--- src/assert_macros.svh ---
// ----------------------------------------------------------------------------
// assertion macros
// shared concurrent assertion shorthands, empty when SYNTH is defined
// ----------------------------------------------------------------------------
`ifndef ASSERT_MACROS_SVH
`define ASSERT_MACROS_SVH

`ifndef SYNTH
// antecedent implies consequent in the same cycle
`define ASSERT_IMPLIES(label, clk, rst_n, ante, cons) \
  label: assert property (@(posedge clk) disable iff (!rst_n) (ante) |-> (cons)) \
    else $error("assertion failed");
// antecedent implies consequent in the next cycle
`define ASSERT_NEXT(label, clk, rst_n, ante, cons) \
  label: assert property (@(posedge clk) disable iff (!rst_n) (ante) |=> (cons)) \
    else $error("assertion failed");
`else
`define ASSERT_IMPLIES(label, clk, rst_n, ante, cons)
`define ASSERT_NEXT(label, clk, rst_n, ante, cons)
`endif

`endif

--- src/blapd_pkg.sv ---
// ----------------------------------------------------------------------------
// blapd_pkg
// types and constants of the bounded list with append, pop and delete
// ----------------------------------------------------------------------------
`timescale 1ns / 1ps
`default_nettype none

package blapd_pkg;

  localparam int unsigned DepthDef      = 64;
  localparam int unsigned ValueWidthDef = 32;

  typedef enum logic [1:0] {
    MODE_APPEND = 2'd0,
    MODE_POP    = 2'd1,
    MODE_DELETE = 2'd2
  } mode_e;

  typedef enum logic [1:0] {
    STATUS_OK       = 2'd0,
    STATUS_FULL     = 2'd1,
    STATUS_EMPTY    = 2'd2,
    STATUS_NO_MATCH = 2'd3
  } status_e;

  typedef enum logic [1:0] {
    S_IDLE,
    S_POP,
    S_DEL,
    S_DONE
  } state_e;

  typedef struct packed {
    logic [1:0]         mode;
    logic signed [31:0] value;
  } req_t;

  typedef struct packed {
    logic [1:0]         status;
    logic [6:0]         length;
    logic signed [31:0] popped_value;
    logic [6:0]         removed_count;
  } rsp_t;

endpackage

`default_nettype wire

--- src/blapd_ram.sv ---
// ----------------------------------------------------------------------------
// blapd_ram
// simple dual-port ram, one write and one registered read per cycle
// ----------------------------------------------------------------------------
`timescale 1ns / 1ps
`default_nettype none

module blapd_ram #(
  parameter int unsigned WIDTH = 32,
  parameter int unsigned DEPTH = 64,
  localparam int unsigned AW   = (DEPTH > 1) ? $clog2(DEPTH) : 1
) (
  input  wire logic             clk_i,
  input  wire logic             we_i,
  input  wire logic [AW-1:0]    waddr_i,
  input  wire logic [WIDTH-1:0] wdata_i,
  input  wire logic             re_i,
  input  wire logic [AW-1:0]    raddr_i,
  output logic      [WIDTH-1:0] rdata_o
);

  logic [WIDTH-1:0] mem_q [DEPTH];

  always_ff @(posedge clk_i) begin
    if (we_i) begin
      mem_q[waddr_i] <= wdata_i;
    end
  end

  always_ff @(posedge clk_i) begin
    if (re_i) begin
      rdata_o <= mem_q[raddr_i];
    end
  end

endmodule

`default_nettype wire

--- src/bounded_list_append_pop_delete.sv ---
// ----------------------------------------------------------------------------
// bounded_list_append_pop_delete
// ordered list of signed words with append, pop tail and delete by value
// ----------------------------------------------------------------------------
// The list lives in one ram of DEPTH words with a registered read; reset
// clears only the entry count, state and output valid, so no entry is
// cleared after reset and the block takes a word at once. One request is in
// work at a time and each gives exactly one result word. Append goes from
// acceptance straight to the result, pop first reads the tail entry from the
// ram, and delete walks the list: it reads one entry per cycle and writes
// each kept entry back at the compaction pointer, which always trails the
// read pointer so the two ram ports never touch the same entry. The result
// waits in an output register; the next request is taken once it is loaded.
`timescale 1ns / 1ps
`default_nettype none

`include "assert_macros.svh"

module bounded_list_append_pop_delete #(
  parameter int unsigned DEPTH       = blapd_pkg::DepthDef,
  parameter int unsigned VALUE_WIDTH = blapd_pkg::ValueWidthDef
) (
  input  wire logic            clk_i,
  input  wire logic            rst_ni,
  // request channel
  input  wire logic            in_valid_i,
  output logic                 in_stall_o,
  input  wire blapd_pkg::req_t in_i,
  // result channel
  output logic                 out_valid_o,
  input  wire logic            out_stall_i,
  output blapd_pkg::rsp_t      out_o
);

  localparam int unsigned AW = (DEPTH > 1) ? $clog2(DEPTH) : 1;
  localparam int unsigned CW = $clog2(DEPTH + 1);

  // control state
  blapd_pkg::state_e state_q, state_d;
  logic [CW-1:0]     count_q, count_d;
  logic              out_valid_q, out_valid_d;

  // request and walk registers
  logic [VALUE_WIDTH-1:0] val_q, val_d;
  logic [CW-1:0]          chk_q, chk_d;   // index of the entry now on rdata
  logic [CW-1:0]          wr_q, wr_d;     // compaction write pointer
  logic [CW-1:0]          rem_q, rem_d;   // matches removed so far
  blapd_pkg::rsp_t        res_q, res_d;   // result being built
  blapd_pkg::rsp_t        out_q, out_d;

  // ram port
  logic                   ram_we;
  logic [AW-1:0]          ram_waddr;
  logic [VALUE_WIDTH-1:0] ram_wdata;
  logic                   ram_re;
  logic [AW-1:0]          ram_raddr;
  logic [VALUE_WIDTH-1:0] ram_rdata;

  logic                   in_acc;
  logic                   out_free;
  logic [VALUE_WIDTH-1:0] in_val;
  logic                   del_match;
  logic                   del_last;
  logic [CW-1:0]          chk_nxt;

  blapd_ram #(
    .WIDTH (VALUE_WIDTH),
    .DEPTH (DEPTH)
  ) u_ram (
    .clk_i   (clk_i),
    .we_i    (ram_we),
    .waddr_i (ram_waddr),
    .wdata_i (ram_wdata),
    .re_i    (ram_re),
    .raddr_i (ram_raddr),
    .rdata_o (ram_rdata)
  );

  assign in_stall_o  = (state_q != blapd_pkg::S_IDLE);
  assign in_acc      = in_valid_i && !in_stall_o;
  assign out_free    = !out_valid_q || !out_stall_i;
  assign out_valid_o = out_valid_q;
  assign out_o       = out_q;

  // the input is sign-extended or cut to the stored width
  assign in_val    = VALUE_WIDTH'(in_i.value);
  assign del_match = (ram_rdata == val_q);
  assign chk_nxt   = chk_q + CW'(1);
  assign del_last  = (chk_nxt == count_q);

  // next state
  always_comb begin
    state_d = state_q;
    case (state_q)
      blapd_pkg::S_IDLE: begin
        if (in_acc) begin
          state_d = blapd_pkg::S_DONE;
          if (count_q != '0) begin
            case (in_i.mode)
              blapd_pkg::MODE_POP:    state_d = blapd_pkg::S_POP;
              blapd_pkg::MODE_DELETE: state_d = blapd_pkg::S_DEL;
              default:                state_d = blapd_pkg::S_DONE;
            endcase
          end
        end
      end
      blapd_pkg::S_POP: state_d = blapd_pkg::S_DONE;
      blapd_pkg::S_DEL: begin
        if (del_last) begin
          state_d = blapd_pkg::S_DONE;
        end
      end
      blapd_pkg::S_DONE: begin
        if (out_free) begin
          state_d = blapd_pkg::S_IDLE;
        end
      end
      default: state_d = blapd_pkg::S_IDLE;
    endcase
  end

  // datapath and ram control
  always_comb begin
    count_d     = count_q;
    val_d       = val_q;
    chk_d       = chk_q;
    wr_d        = wr_q;
    rem_d       = rem_q;
    res_d       = res_q;
    out_d       = out_q;
    out_valid_d = out_valid_q;
    ram_we      = 1'b0;
    ram_waddr   = count_q[AW-1:0];
    ram_wdata   = in_val;
    ram_re      = 1'b0;
    ram_raddr   = '0;

    // result taken downstream
    if (out_valid_q && !out_stall_i) begin
      out_valid_d = 1'b0;
    end

    case (state_q)
      blapd_pkg::S_IDLE: begin
        if (in_acc) begin
          val_d        = in_val;
          chk_d        = '0;
          wr_d         = '0;
          rem_d        = '0;
          res_d        = '0;
          res_d.length = 7'(count_q);
          case (in_i.mode)
            blapd_pkg::MODE_APPEND: begin
              if (count_q == CW'(DEPTH)) begin
                res_d.status = blapd_pkg::STATUS_FULL;
              end else begin
                ram_we       = 1'b1;
                count_d      = count_q + CW'(1);
                res_d.length = 7'(count_q + CW'(1));
              end
            end
            blapd_pkg::MODE_POP: begin
              if (count_q == '0) begin
                res_d.status = blapd_pkg::STATUS_EMPTY;
              end else begin
                ram_re              = 1'b1;
                ram_raddr           = AW'(count_q - CW'(1));
                count_d             = count_q - CW'(1);
                res_d.length        = 7'(count_q - CW'(1));
                res_d.removed_count = 7'd1;
              end
            end
            blapd_pkg::MODE_DELETE: begin
              if (count_q == '0) begin
                res_d.status = blapd_pkg::STATUS_EMPTY;
              end else begin
                ram_re    = 1'b1;
                ram_raddr = '0;
              end
            end
            default: ;  // unused code leaves the list alone
          endcase
        end
      end
      blapd_pkg::S_POP: begin
        // popped entry shown zero-extended or cut to the field width
        res_d.popped_value = 32'(ram_rdata);
      end
      blapd_pkg::S_DEL: begin
        if (del_match) begin
          rem_d = rem_q + CW'(1);
        end else begin
          ram_we    = 1'b1;
          ram_waddr = wr_q[AW-1:0];
          ram_wdata = ram_rdata;
          wr_d      = wr_q + CW'(1);
        end
        if (!del_last) begin
          // read ahead while the write pointer trails
          ram_re    = 1'b1;
          ram_raddr = chk_nxt[AW-1:0];
          chk_d     = chk_nxt;
        end else begin
          count_d             = del_match ? wr_q : wr_q + CW'(1);
          res_d.length        = del_match ? 7'(wr_q) : 7'(wr_q + CW'(1));
          res_d.removed_count = del_match ? 7'(rem_q + CW'(1)) : 7'(rem_q);
          res_d.status        = (!del_match && rem_q == '0) ?
                                blapd_pkg::STATUS_NO_MATCH : blapd_pkg::STATUS_OK;
        end
      end
      blapd_pkg::S_DONE: begin
        if (out_free) begin
          out_d       = res_q;
          out_valid_d = 1'b1;
        end
      end
      default: ;
    endcase
  end

  always_ff @(posedge clk_i or negedge rst_ni) begin
    if (!rst_ni) begin
      state_q     <= blapd_pkg::S_IDLE;
      count_q     <= '0;
      out_valid_q <= 1'b0;
    end else begin
      state_q     <= state_d;
      count_q     <= count_d;
      out_valid_q <= out_valid_d;
    end
  end

  always_ff @(posedge clk_i) begin
    val_q <= val_d;
    chk_q <= chk_d;
    wr_q  <= wr_d;
    rem_q <= rem_d;
    res_q <= res_d;
    out_q <= out_d;
  end

  // list never grows past its depth
  `ASSERT_IMPLIES(a_count_bound, clk_i, rst_ni, 1'b1, count_q <= CW'(DEPTH))
  // every entry walked so far was either kept or removed
  `ASSERT_IMPLIES(a_del_balance, clk_i, rst_ni, state_q == blapd_pkg::S_DEL,
                  (wr_q + rem_q) == chk_q)
  // the walk stays inside the list
  `ASSERT_IMPLIES(a_del_inside, clk_i, rst_ni, state_q == blapd_pkg::S_DEL, chk_q < count_q)
  // an accepted request always leaves idle
  `ASSERT_NEXT(a_accept_busy, clk_i, rst_ni, in_acc, state_q != blapd_pkg::S_IDLE)

endmodule

`default_nettype wire
--- config.mk ---
export PLATFORM = sky130hd
export DESIGN_NAME = bounded_list_append_pop_delete
export DESIGN_NICKNAME = d
export VERILOG_FILES = /design/src/blapd_pkg.sv /design/src/blapd_ram.sv /design/src/bounded_list_append_pop_delete.sv
export VERILOG_INCLUDE_DIRS = /design/src /design/src/src
export SDC_FILE = /design/constraint.sdc
export NUM_CORES = 2
export LEC_CHECK = 0
export BUFFER_PORTS_ARGS = -buffer_cell sky130_fd_sc_hd__buf_4
export CAP_MARGIN = 20
export CORE_MARGIN = 5
export CORE_UTILIZATION = 45
export CTS_BUF_LIST = sky130_fd_sc_hd__clkbuf_4
export DETAILED_ROUTE_END_ITERATION = 8
export GPL_ROUTABILITY_DRIVEN = 0
export SYNTH_ARGS = -nofsm -noshare
export SYNTH_HDL_FRONTEND = slang
export SYNTH_SLANG_ARGS = --single-unit
--- constraint.sdc ---
create_clock -name clk_i -period 5.5 [get_ports clk_i]
set_input_delay 0.275 -clock clk_i [delete_from_list [all_inputs] [get_ports clk_i]]
set_output_delay 0.275 -clock clk_i [all_outputs]
set_load 0.03 [all_outputs]
# Word level (Yosys, flattened, before mapping)
# Memory sizes are Yosys's and may differ from the RTL's. A register that Yosys moved wholly into a read port is not among the register bits.
# Index checks and enable logic that the tools add are counted.
# word_totals
ram_bits	2048
output_inout_bits	50
wordCells	112
memories	1
register_bits	159
# memory_table
name	depth	width	read_ports	rd_clocked_by_memory_dff	wr	line	text
u_ram.mem_q	64	32	1	1	1	blapd_ram.sv:22	logic [WIDTH-1:0] mem_q [DEPTH];
# op_classes
reduce_logical	24
addsub	5
n_eq_ne	12
mux	55
# ops
operator	n
$pmux 7 s2	6
$mux 32	2
$pmux 32 s2	1
$mux 7	9
$mux 48	1
$mux 6	6
$eq 32x32->1	1
$add 7x1->7 const B	4
$pmux 9 s2	1
$mux 1	16
$logic_not 7->1	2
$mux 2	6
$pmux 6 s2	1
$mux 9	1
$reduce_and 3->1	3
$ne 2x2->1 const B	4
$pmux 2 s2	2
$pmux 2 s4	1
$reduce_and 2->1	4
$eq 7x7->1	1
$eq 7x7->1 const B	1
$reduce_bool 7->1	1
$sub 7x1->7 const B	1
$eq 2x2->1 const B	3
8 further kinds	18

# Longest topological paths before layout
# logic_depth
depth_word	7
ltp_mapped	18
ltp_nobuf	13

# Hierarchy
# From an unflattened synthesis, not the netlist that was laid out.
# unflattened
cells_unflattened	3860
area_unflattened_um2	86291.5
# by_module_without_submodules
module	area_per_inst_um2	n_inst	cells_per_inst
blapd_ram	78835.6	1	3324
bounded_list_append_pop_delete	7455.9	1	536

# Least setup slack after synthesis
# OpenSTA, ideal clock, no wires.
# synth_path
path_kind	register to register
startpoint	register state_q[0]
endpoint	register out_q (netlist bit out_o[0]) (enable)
path_buffers	0
setup_slack_ns	0.909
arrival_ns	4.064
setup_time_ns	0.527
path_stages_with_launch	3
t_required_ns	4.973
path_cell_list	dfrtp_1 > ha_1 > a21boi_0
# synth_via
elab_chain_len	2
# synth_rtl
item	line	text
start, declared	bounded_list_append_pop_delete.sv:39	blapd_pkg::state_e state_q, state_d;
start signal, assigned	bounded_list_append_pop_delete.sv:223	state_q <= blapd_pkg::S_IDLE;
start signal, assigned	bounded_list_append_pop_delete.sv:227	state_q <= state_d;
$eq 2x2->1	bounded_list_append_pop_delete.sv:143	case (state_q)
$reduce_and 2->1 (no source line)	-	
end signal, assigned	bounded_list_append_pop_delete.sv:239	out_q <= out_d;
end, declared	bounded_list_append_pop_delete.sv:49	blapd_pkg::rsp_t out_q, out_d;
# No other way between the ends.
# A chain may end at the register's enable or synchronous reset.

# Worst setup path in the final report
# layout_path
startpoint	register count_q[0]
endpoint	register u_ram.rdata_o[3] (read register of u_ram.mem_q), data pin
# layout_via
elab_chain_len	5
word_cells_on_any_way	13
cone_classes	add/sub (1); eq/ne (1); mux (10); reduce/logical (1)
# layout_rtl
item	line	text
start, declared	bounded_list_append_pop_delete.sv:40	logic [CW-1:0] count_q, count_d;
start signal, assigned	bounded_list_append_pop_delete.sv:228	count_q <= count_d;
$sub 7x1->7 / $logic_not 7->1 (equally long branches)	-	
$mux 6 / $mux 1 (equally long branches)	bounded_list_append_pop_delete.sv:163, bounded_list_append_pop_delete.sv:174	
$mux 6 / $mux 1 (equally long branches)	-	
$mux 6 / $mux 1 (equally long branches)	bounded_list_append_pop_delete.sv:145	if (in_acc) begin
$pmux 6 s2 / $pmux 1 s2 (equally long branches)	bounded_list_append_pop_delete.sv:143	
end, declared	blapd_ram.sv:19	output logic [WIDTH-1:0] rdata_o
# Parallel ways exist; a longest one is shown, timed or not.

==> flow_summary.toml <==
[min_path]
min_path_type = "input pin to flop"

[critical_path]
crit_top_cell = "ha_1"
critPathKind = "flop to flop"
cpMaxStageDelayCell = "a21oi_1"
path_max_fanout = 37
cp-end-kind = "flop"
crit_path_start_kind = "flop"
required_ns = 6.60
cp_slowest_stage_delay_ns = 0.85
critPathArrivalTime_ns = 6.48
crit_chain = "inv_1 > ha_1 > nor3b_2 > buf_4 > nand2_2 > ha_1 > and3_1 > nor2_1 > a21o_4 > buf_12 > mux4_2 > a22oi_1 > nand2_1 > a21oi_1 > o2111ai_1"

[clock_network]
htree_levels = 6
root_buffer = "clkbuf_4"
numCtsBuffers = 583
clkLatencyLatePin_ns = 1.42
cts_tree = "built"
clock_path_buffers = 4
cts.sinks = 2239
cts.clk_slew.worst_paths_ns = 0.07

[run_status]
outcome = "completed"

[timing]
final_max_slew_viol_count = 0
hold_viol = 0
max_slew_margin_pct = 15.9
final.setup.tns_ns = 0
fmax_ghz = 0.186
worst-slew-pin-transition_ns = 1.25
period_share_pct = 97.7
setup_ws_ns = 0.127
finClkSkew_ns = 0.109
timing.hold.ws_ns = 0.178
setup_violations = 0
period_minus_slack_ns = 5.37

[global_route]
overflow = 0
grt_max_degree = 102
grt_pass1_vias = 55900
antenna_found_initial = 28
grt_pass1_wl_mm = 406
grt_util_all_layers_pct = 27.6

[placement]
place_area_sq_mm = 0.0959
post-place-ws_ns = -0.0884
dp_hpwl_mm = 168
io_buffers = 87

[routing]
wl_mm = 289
antenna_left = 0
first_iter_violations = 8010
top_layer = "met5"
met3WireLength_mm = 34.6
first_pass_iters = 8
avgViaCountPerCell = 6.09
met1_length_mm = 109
wl_met2_mm = 130
drc = 0
vias = 56800
routedWlPerCell_um = 31.0

[synth]
syn_area_per_cell_sq_um = 16.0
synth_top_cell_by_area = "edfxtp_1"
synthTopCellsByCount = "edfxtp_1, nand2_1, nand3_1, mux2i_1, clkbuf_1"
synth_top_cells_by_area = "edfxtp_1, nand2_1, mux4_2"
ys.flop_type = "edfxtp_1"
yosysSeqAreaShare_pct = 75.6
synth_edf_count = 2229
yosys_warnings = 0
syn_inst = 5554
ys_ff_latch = 2239
ys_async_sr_fraction_pct = 0.447
synth_area_sq_mm = 0.0889
synth_nets = 5608
synth_top_area_share_pct = 75.3
synth_cell_types = 86
synth.most_common_cell = "edfxtp_1"

[cells_and_area]
layout-drive-gt1-share_pct = 25.3
final_cell_area_sq_mm = 0.104
synthToLayoutAreaGrowth_pct = 16.7
nNetsFinal = 6391

[floorplan]
dieArea_sq_mm = 0.207
die_x_um = 455
num_io_pins = 88
core_area_sq_mm = 0.197
core.rowCount = 163
dieHeight_um = 455
start_util_pct = 45.1

[run]
max_cap_viol_count = 0

[power]
power.density_mw_per_mm2 = 578
peakVddDrop_v = 0.000382
p_leak_nw = 35.4
per-layer routing:
| metal | GRT usage (%) | vias to the layer above |
|---|---|---|
| li1 | - | 23800 |
| met2 | 41.6 | 3707 |
| met5 | 0 | - |
| met3 | 7.40 | 626 |
| met4 | 14.2 | 18 |
| met1 | 36.9 | 28700 |
report_power, final:
group / internal [mW] / switching, mW
Combinational: 6.84 / 16.1
Clock: 7.43 / 6.57
Sequential: 22.2 / 0.838
Total: 36.5 / 23.5
per-stage QoR:
step | instances | total power [mW] | utilization [%]
detailed placement | 8302 | 45.6 | 48.7
global route | 9334 | 62.1 | 52.7
CTS | 9325 | 59.7 | 52.6
finish | 9338 | 60.0 | 52.7
global placement | 8295 | 45.3 | 48.6
floorplan | 5554 | 34.5 | -
cells in the final DEF, fill, tap and decap left out, drive strengths merged, types with 15 or more instances in the layout:
master	instances
edfxtp	2229
nand2	848
clkbuf	830
buf	465
nand3	344
mux2i	184
a21oi	136
a211oi	134
and3	121
mux4	121
nor2	114
a31oi	113
o21ai	105
mux2	100
dlygate4sd3	83
clkinv	83
inv	48
a22oi	47
xor2	42
o2111ai	42
and2	40
a221oi	35
a31o	35
a32oi	34
o211ai	31
nand4	26
a311oi	21
a21o	19
nor4	19
a221o	18
a2111oi	17
ha	16
and4	15
xnor2	15
flip-flops by register name, indices dropped and copies added, names as in the netlist:
| signal | count |
|---|---|
| res_q | 48 |
| val_q | 32 |
| state_q | 2 |
| u_ram.mem_q | 2048 |
| u_ram.rdata_o | 32 |
| wr_q | 7 |
| chk_q | 7 |
| out_o | 48 |
| rem_q | 7 |
| out_valid_o | 1 |
| count_q | 7 |
layout make-up:
class	count	area [sq um]
repair buffers	548	5580
multi-input cells	2933	20600
clock inverters	111	746
inverters	32	120
diodes	5	12.5
fillers	16200	93200
well taps	2640	3300
flip-flops and latches	2239	67200
clock buffers	830	6230
kinds of logic (layout without fill, tap and decap cells):
kind of cell | Yosys count | count (layout) | synth area share, %
compound gates | 887 | 888 | 7.14
xor+xnor | 58 | 58 | 0.604
fa+ha+maj | 16 | 16 | 0.225
buf+inv | 383 | 1521 | 2.12
flops | 2239 | 2239 | 75.6
mux | 405 | 405 | 6.40
other cells | 0 | 5 | 0
simple gates | 1566 | 1566 | 7.95
critical path, delay by kind of cell (launching register included):
| family | cells | cell delay [ns] |
|---|---|---|
| DFF | 1 | 0.51 |
| muxes | 1 | 0.54 |
| and+or+nand+nor | 5 | 0.98 |
| adders and majority gates | 2 | 0.47 |
| AOI/OAI and AO/OA | 4 | 1.79 |
| buffers and inverters | 3 | 0.73 |
final timing paths:
check                                         from                         end  slack (ns)  depth (start not counted)
max in group asynchronous                   rst_ni      count_q[6]$_DFFE_PN0P_        4.49                          4
hold / removal                             in_i[0]          val_q[0]$_DFFE_PP_        0.18                          3
hold reg to reg            res_q[15]$_SDFFCE_PN0P_         out_o[15]$_DFFE_PP_        0.42                          0
setup reg to reg            count_q[0]$_DFFE_PN0P_  u_ram.rdata_o[3]$_DFFE_PP_        0.13                         15
min in group asynchronous                   rst_ni      count_q[1]$_DFFE_PN0P_        0.56                          4
setup / recovery            count_q[0]$_DFFE_PN0P_  u_ram.rdata_o[3]$_DFFE_PP_        0.13                         15
what timing repair did:
item                                   4_1_cts  5_1_grt
gates cloned                                 0        1
setup endpoints to repair                    2        8
resized for setup                            2        5
endpoints found under the hold margin     1797        7
setup buffers                                0        5
hold buffers                                82        1
pin swaps                                    0        1
(Power assumes the default switching activity.)
